--- src/rtl/rmsr_pkg.sv ---
package rmsr_pkg;

    // panel geometry and color depth
    localparam int PANEL_COLUMNS = 64;
    localparam int SCAN_ROWS     = 16;
    localparam int CHANNEL_BITS  = 5;

    localparam int PANEL_ROWS  = 2 * SCAN_ROWS;
    localparam int COL_W       = $clog2(PANEL_COLUMNS);
    localparam int ROW_W       = $clog2(SCAN_ROWS);
    localparam int HALF_DEPTH  = PANEL_COLUMNS * SCAN_ROWS;
    localparam int ADDR_W      = $clog2(HALF_DEPTH);
    localparam int COLOR_W     = 3 * CHANNEL_BITS;
    localparam int PWM_LAST    = (1 << CHANNEL_BITS) - 2;

    // fixed field widths of the transactions
    localparam int FIELD_W    = 16;
    localparam int RGB_W      = 3;
    localparam int ROW_ADDR_W = 4;

    // operation codes
    localparam logic OP_WRITE = 1'b0;
    localparam logic OP_TICK  = 1'b1;

    typedef logic [COLOR_W-1:0]      t_color;
    typedef logic [CHANNEL_BITS-1:0] t_level;

    typedef struct packed {
        logic                      operation;
        logic signed [FIELD_W-1:0] pixel_x;
        logic signed [FIELD_W-1:0] pixel_y;
        logic [FIELD_W-1:0]        pixel_color;
    } t_in_item;

    typedef struct packed {
        logic [RGB_W-1:0]      upper_rgb;
        logic [RGB_W-1:0]      lower_rgb;
        logic [ROW_ADDR_W-1:0] row_address;
        logic                  latch_last;
    } t_out_item;

    typedef enum logic [1:0] {
        ST_CLEAR,
        ST_IDLE,
        ST_SCAN,
        ST_DRAIN
    } t_state;

    // controller to datapath
    typedef struct packed {
        logic clr_we;
        logic pix_we;
        logic tick;
        logic issue;
        logic load;
    } t_dp_cmd;

    // datapath to controller
    typedef struct packed {
        logic clr_last;
        logic col_last;
    } t_dp_sts;

    // keep the color bits that the store holds
    function automatic t_color to_color(input logic [FIELD_W-1:0] v);
        return COLOR_W'({{COLOR_W{1'b0}}, v});
    endfunction

    // mirror a pwm frame count into its threshold
    function automatic t_level bit_reverse(input t_level v);
        t_level r;
        r = '0;
        for (int i = 0; i < CHANNEL_BITS; i++) begin
            r[CHANNEL_BITS-1-i] = v[i];
        end
        return r;
    endfunction

    // one flag per channel: channel level above threshold
    function automatic logic [RGB_W-1:0] channel_flags(input t_color c, input t_level thr);
        logic [RGB_W-1:0] f;
        for (int ch = 0; ch < RGB_W; ch++) begin
            f[ch] = c[ch*CHANNEL_BITS +: CHANNEL_BITS] > thr;
        end
        return f;
    endfunction

    // low bits of the scan row for the address pins
    function automatic logic [ROW_ADDR_W-1:0] row_field(input logic [ROW_W-1:0] r);
        return ROW_ADDR_W'({{ROW_ADDR_W{1'b0}}, r});
    endfunction

endpackage

--- src/rtl/rmsr_ctrl.sv ---
module rmsr_ctrl (
    input  logic             i_clk,
    input  logic             i_rst_n,
    input  logic             i_in_valid,
    input  logic             i_in_op,
    input  logic             i_out_stall,
    input  rmsr_pkg::t_dp_sts i_sts,
    output logic             o_in_stall,
    output logic             o_out_valid,
    output rmsr_pkg::t_dp_cmd o_cmd
);

    rmsr_pkg::t_state r_state, n_state;
    logic             r_pend, n_pend;
    logic             r_out_vld, n_out_vld;
    logic             accept;
    logic             load;
    logic             issue;

    // handshake and pipeline flow
    always_comb begin
        accept = (r_state == rmsr_pkg::ST_IDLE) && i_in_valid;
        load   = r_pend && (!r_out_vld || !i_out_stall);
        issue  = (r_state == rmsr_pkg::ST_SCAN) && (!r_pend || load);
    end

    // next state
    always_comb begin
        n_state = r_state;
        case (r_state)
            rmsr_pkg::ST_CLEAR: begin
                if (i_sts.clr_last) begin
                    n_state = rmsr_pkg::ST_IDLE;
                end
            end
            rmsr_pkg::ST_IDLE: begin
                if (accept && (i_in_op == rmsr_pkg::OP_TICK)) begin
                    n_state = rmsr_pkg::ST_SCAN;
                end
            end
            rmsr_pkg::ST_SCAN: begin
                if (issue && i_sts.col_last) begin
                    n_state = rmsr_pkg::ST_DRAIN;
                end
            end
            rmsr_pkg::ST_DRAIN: begin
                if (!r_pend) begin
                    n_state = rmsr_pkg::ST_IDLE;
                end
            end
            default: begin
                n_state = rmsr_pkg::ST_CLEAR;
            end
        endcase
    end

    // commands to the datapath
    always_comb begin
        o_cmd        = '0;
        o_in_stall   = 1'b1;
        o_cmd.load   = load;
        o_cmd.issue  = issue;
        case (r_state)
            rmsr_pkg::ST_CLEAR: begin
                o_cmd.clr_we = 1'b1;
            end
            rmsr_pkg::ST_IDLE: begin
                o_in_stall   = 1'b0;
                o_cmd.pix_we = accept && (i_in_op == rmsr_pkg::OP_WRITE);
                o_cmd.tick   = accept && (i_in_op == rmsr_pkg::OP_TICK);
            end
            rmsr_pkg::ST_SCAN, rmsr_pkg::ST_DRAIN: begin
                o_in_stall = 1'b1;
            end
            default: begin
                o_in_stall = 1'b1;
            end
        endcase
    end

    // read data and output register occupancy
    always_comb begin
        n_pend    = issue || (r_pend && !load);
        n_out_vld = load || (r_out_vld && i_out_stall);
    end

    always_ff @(posedge i_clk) begin
        if (!i_rst_n) begin
            r_state   <= rmsr_pkg::ST_CLEAR;
            r_pend    <= 1'b0;
            r_out_vld <= 1'b0;
        end else begin
            r_state   <= n_state;
            r_pend    <= n_pend;
            r_out_vld <= n_out_vld;
        end
    end

    assign o_out_valid = r_out_vld;

endmodule

--- config.mk ---
export PLATFORM = sky130hd
export DESIGN_NAME = rmsr_ctrl
export DESIGN_NICKNAME = d
export VERILOG_FILES = /design/src/rtl/rmsr_pkg.sv /design/src/rtl/rmsr_ctrl.sv
export SDC_FILE = /design/constraint.sdc
export NUM_CORES = 1
export LEC_CHECK = 0
export BUFFER_PORTS_ARGS = -buffer_cell sky130_fd_sc_hd__clkbuf_2
export CAP_MARGIN = 10
export CORE_AREA = 10 10 47 49
export DETAILED_ROUTE_END_ITERATION = 8
export DIE_AREA = 0 0 57 59
export GPL_ROUTABILITY_DRIVEN = 0
export SETUP_SLACK_MARGIN = 0.15
export SLEW_MARGIN = 20
export SYNTH_ARGS = -nofsm -noshare
export SYNTH_HDL_FRONTEND = slang
export SYNTH_SLANG_ARGS = --single-unit
export TNS_END_PERCENT = 1
--- constraint.sdc ---
create_clock -name i_clk -period 3.8 [get_ports i_clk]
set_input_delay 0 -clock i_clk [delete_from_list [all_inputs] [get_ports i_clk]]
set_output_delay 0 -clock i_clk [all_outputs]
set_load 0.02 [all_outputs]
==> out/results.ini <==
[floorplan]
initial_core_util_pct = 20.3
die_h_um = 59
row_count = 14
dieArea_sq_um = 3360
io_pins = 14
die_w_um = 57
core_sq_um = 1400

[logic_synthesis]
ys_ff_latch = 4
ys_top_cells_by_area = dfxtp_1 28%, ha_1 22%, inv_1 7.9%
synth_commonest_cells = 6 x inv_1, 5 x ha_1, 4 x dfxtp_1, 4 x nor2_1
synthArstFlopShare_pct = 0
synth_warnings = 0
ys.flop_type = dfxtp_1
syn_nets = 46
yosysTopAreaCell = dfxtp_1
synth_area_sq_um = 284
postSynthAreaPerCell_sq_um = 8.35
yosysMostFrequentCell = inv_1
yosysTopAreaCellShare_pct = 28.2
postSynthCellCount = 34
synth_edf_count = 0
yosysSeqAreaShare_pct = 28.2
yosysUniqueCellTypes = 15

[sta]
worst_slew_pin_slew_ns = 0.534
fin_tns_setup_ns = 0
fmax_mhz = 570
rsz0062_at_grt = no
fin_crit_sh_pct = 46.2
drv_slew = 0
clock-skew-final_ns = 0.00542
setup-violations-final = 0
period_needed_ns = 1.75
hold_violations = 0
layout_setup_ws_ns = 2.05
relSlewSlack_pct = 64.4

[drt]
ant_nets = 0
drc = 0
drtIter0Drc = 3
vias_per_cell = 4.08
postRouteWirelength_um = 663
vias = 261
first_pass_iters = 4
wl_per_cell_um = 10.4

[grt]
gr-total-overflow = 0
grt_pass1_wl_mm = 1.17
grt_pass1_vias = 273
antenna_found_initial = 0
global_route.usage.total_pct = 4.79
grt_max_degree = 6

[cells_and_area]
syn_to_final_growth_pct = 32.6
nNetsFinal = 62
n_antenna_cell = 0
utilization_pct = 26.9
drive_above_1_share_pct = 33.3

[setup_path]
worstSetupPathType = reg2reg
cp_data_arrival_time_ns = 1.88
critical_path_required_ns = 3.93
critPathLaunchType = register
cp_max_fo = 5
crit_slowest_cell = a222oi_1
cp_slowest_stage_delay_ns = 0.52
path_cells = inv_1 -> ha_1 -> a222oi_1 -> a211oi_1 -> a41o_1
end_kind = register

[clocking]
clock_latency_ns = 0.24
cts_root_buffer = clkbuf_4
clkSinkCount = 4
cts_buffers = 3
cts_resized = 0
cts_setup_buffers = 0
path_clk_slew_ns = 0.04
cts_htree_levels = 1
cts_tree = built
ctsHoldBuffers = 0
clk_path_buf_depth = 2

[outcome]
status = finished clean

[hold_path]
hold_class = in2reg

[power_and_ir_drop]
max-vdd-ir-drop_mv = 0.300
pwr_density_cell_nw_per_um2 = 714
finalPower_uw = 269
power_leakage_uw = 0.000213

[job]
max-cap-violations = 0

[placement]
dp_slack_ns = 2.09
port-buffer-count = 13

[cells in the final DEF, fill, tap and decap left out]
master,Yosys,layout
clkbuf_2,0,13
inv_1,6,6
ha_1,5,5
nor2_1,4,4
dfxtp_1,4,4
clkbuf_4,0,3
and3_1,2,2
nand2_1,2,2
a21oi_1,2,2
a21boi_0,1,1
and2b_1,1,1
a222oi_1,1,1
a22oi_1,1,1
a211oi_1,1,1
a41o_1,1,1
a311oi_1,1,1
[critical path, delay by kind of cell, from the launching register on]
family                   cells  cell delay [ns]
AO/OA/AOI/OAI                3             0.91
adder cells (fa/ha/maj)      1             0.25
buffers and inverters        1             0.09
flip-flops                   1             0.40
[logic make-up after synthesis]
family | count (synthesis) | share of synthesized area (%)
flops | 4 | 28.2
compound gates | 8 | 21.6
buf+inv | 8 | 13.2
simple gates | 9 | 15.0
fa+ha+maj | 5 | 22.0
[final timing paths]
| path | start | end | slack, ns | cells after the start |
|---|---|---|---|---|
| max reg2reg | r_state[0]$_SDFFE_PN0P_ | r_state[1]$_SDFFE_PN0P_ | 2.05 | 5 |
| min reg2reg | r_pend$_SDFF_PN0_ | o_out_valid$_SDFF_PN0_ | 0.52 | 2 |
| min | i_out_stall | o_out_valid$_SDFF_PN0_ | 0.02 | 3 |
| max | r_state[0]$_SDFFE_PN0P_ | r_state[1]$_SDFFE_PN0P_ | 2.05 | 5 |
[layer usage]
layer | wire, um | track usage [%] | part of all wire [%] | up-vias
met2 | 282 | 6.20 | 43 | 10
met1 | 283 | 4.15 | 43 | 109
met4 | 0 | 3.02 | 0 | 0
met5 | 0 | 0 | 0 | -
li1 | - | - | - | 142
met3 | 97 | 5.79 | 15 | 0
[flip-flops by register name, summed over array words and instances (netlist names)]
| register | count |
|---|---|
| o_out_valid | 1 |
| r_pend | 1 |
| r_state | 2 |
[per-stage QoR]
| stage | cell area, sq um | hold slack (ns) | std cells |
|---|---|---|---|
| 3_5_place_dp | 354 | 0.265 | 61 |
| 5_1_grt | 377 | 0.0278 | 64 |
| 4_1_cts | 377 | 0.0228 | 64 |
| 2_1_floorplan | 284 | 0.0798 | 34 |
| 3_3_place_gp | 354 | 0.263 | 61 |
| 6_report | 377 | 0.0248 | 64 |
[area by class of cell]
type                            count  area, sq um
Inverter                            6         22.5
Multi-Input combinational cell     22          166
Sequential cell                     4         80.1
Tap cell                           16         20.0
Timing Repair Buffer               13         65.1
Fill cell                         166         1020
Clock buffer                        3         22.5
[power by group]
part	leakage (uW)	switching, uW	internal, uW
Combinational	0.000167	91.1	55.3
Clock	0.0000138	17.2	35.3
Sequential	0.0000328	13.8	56.3
Total	0.000213	122	147
No activity file was read; power rests on OpenSTA's default activity.
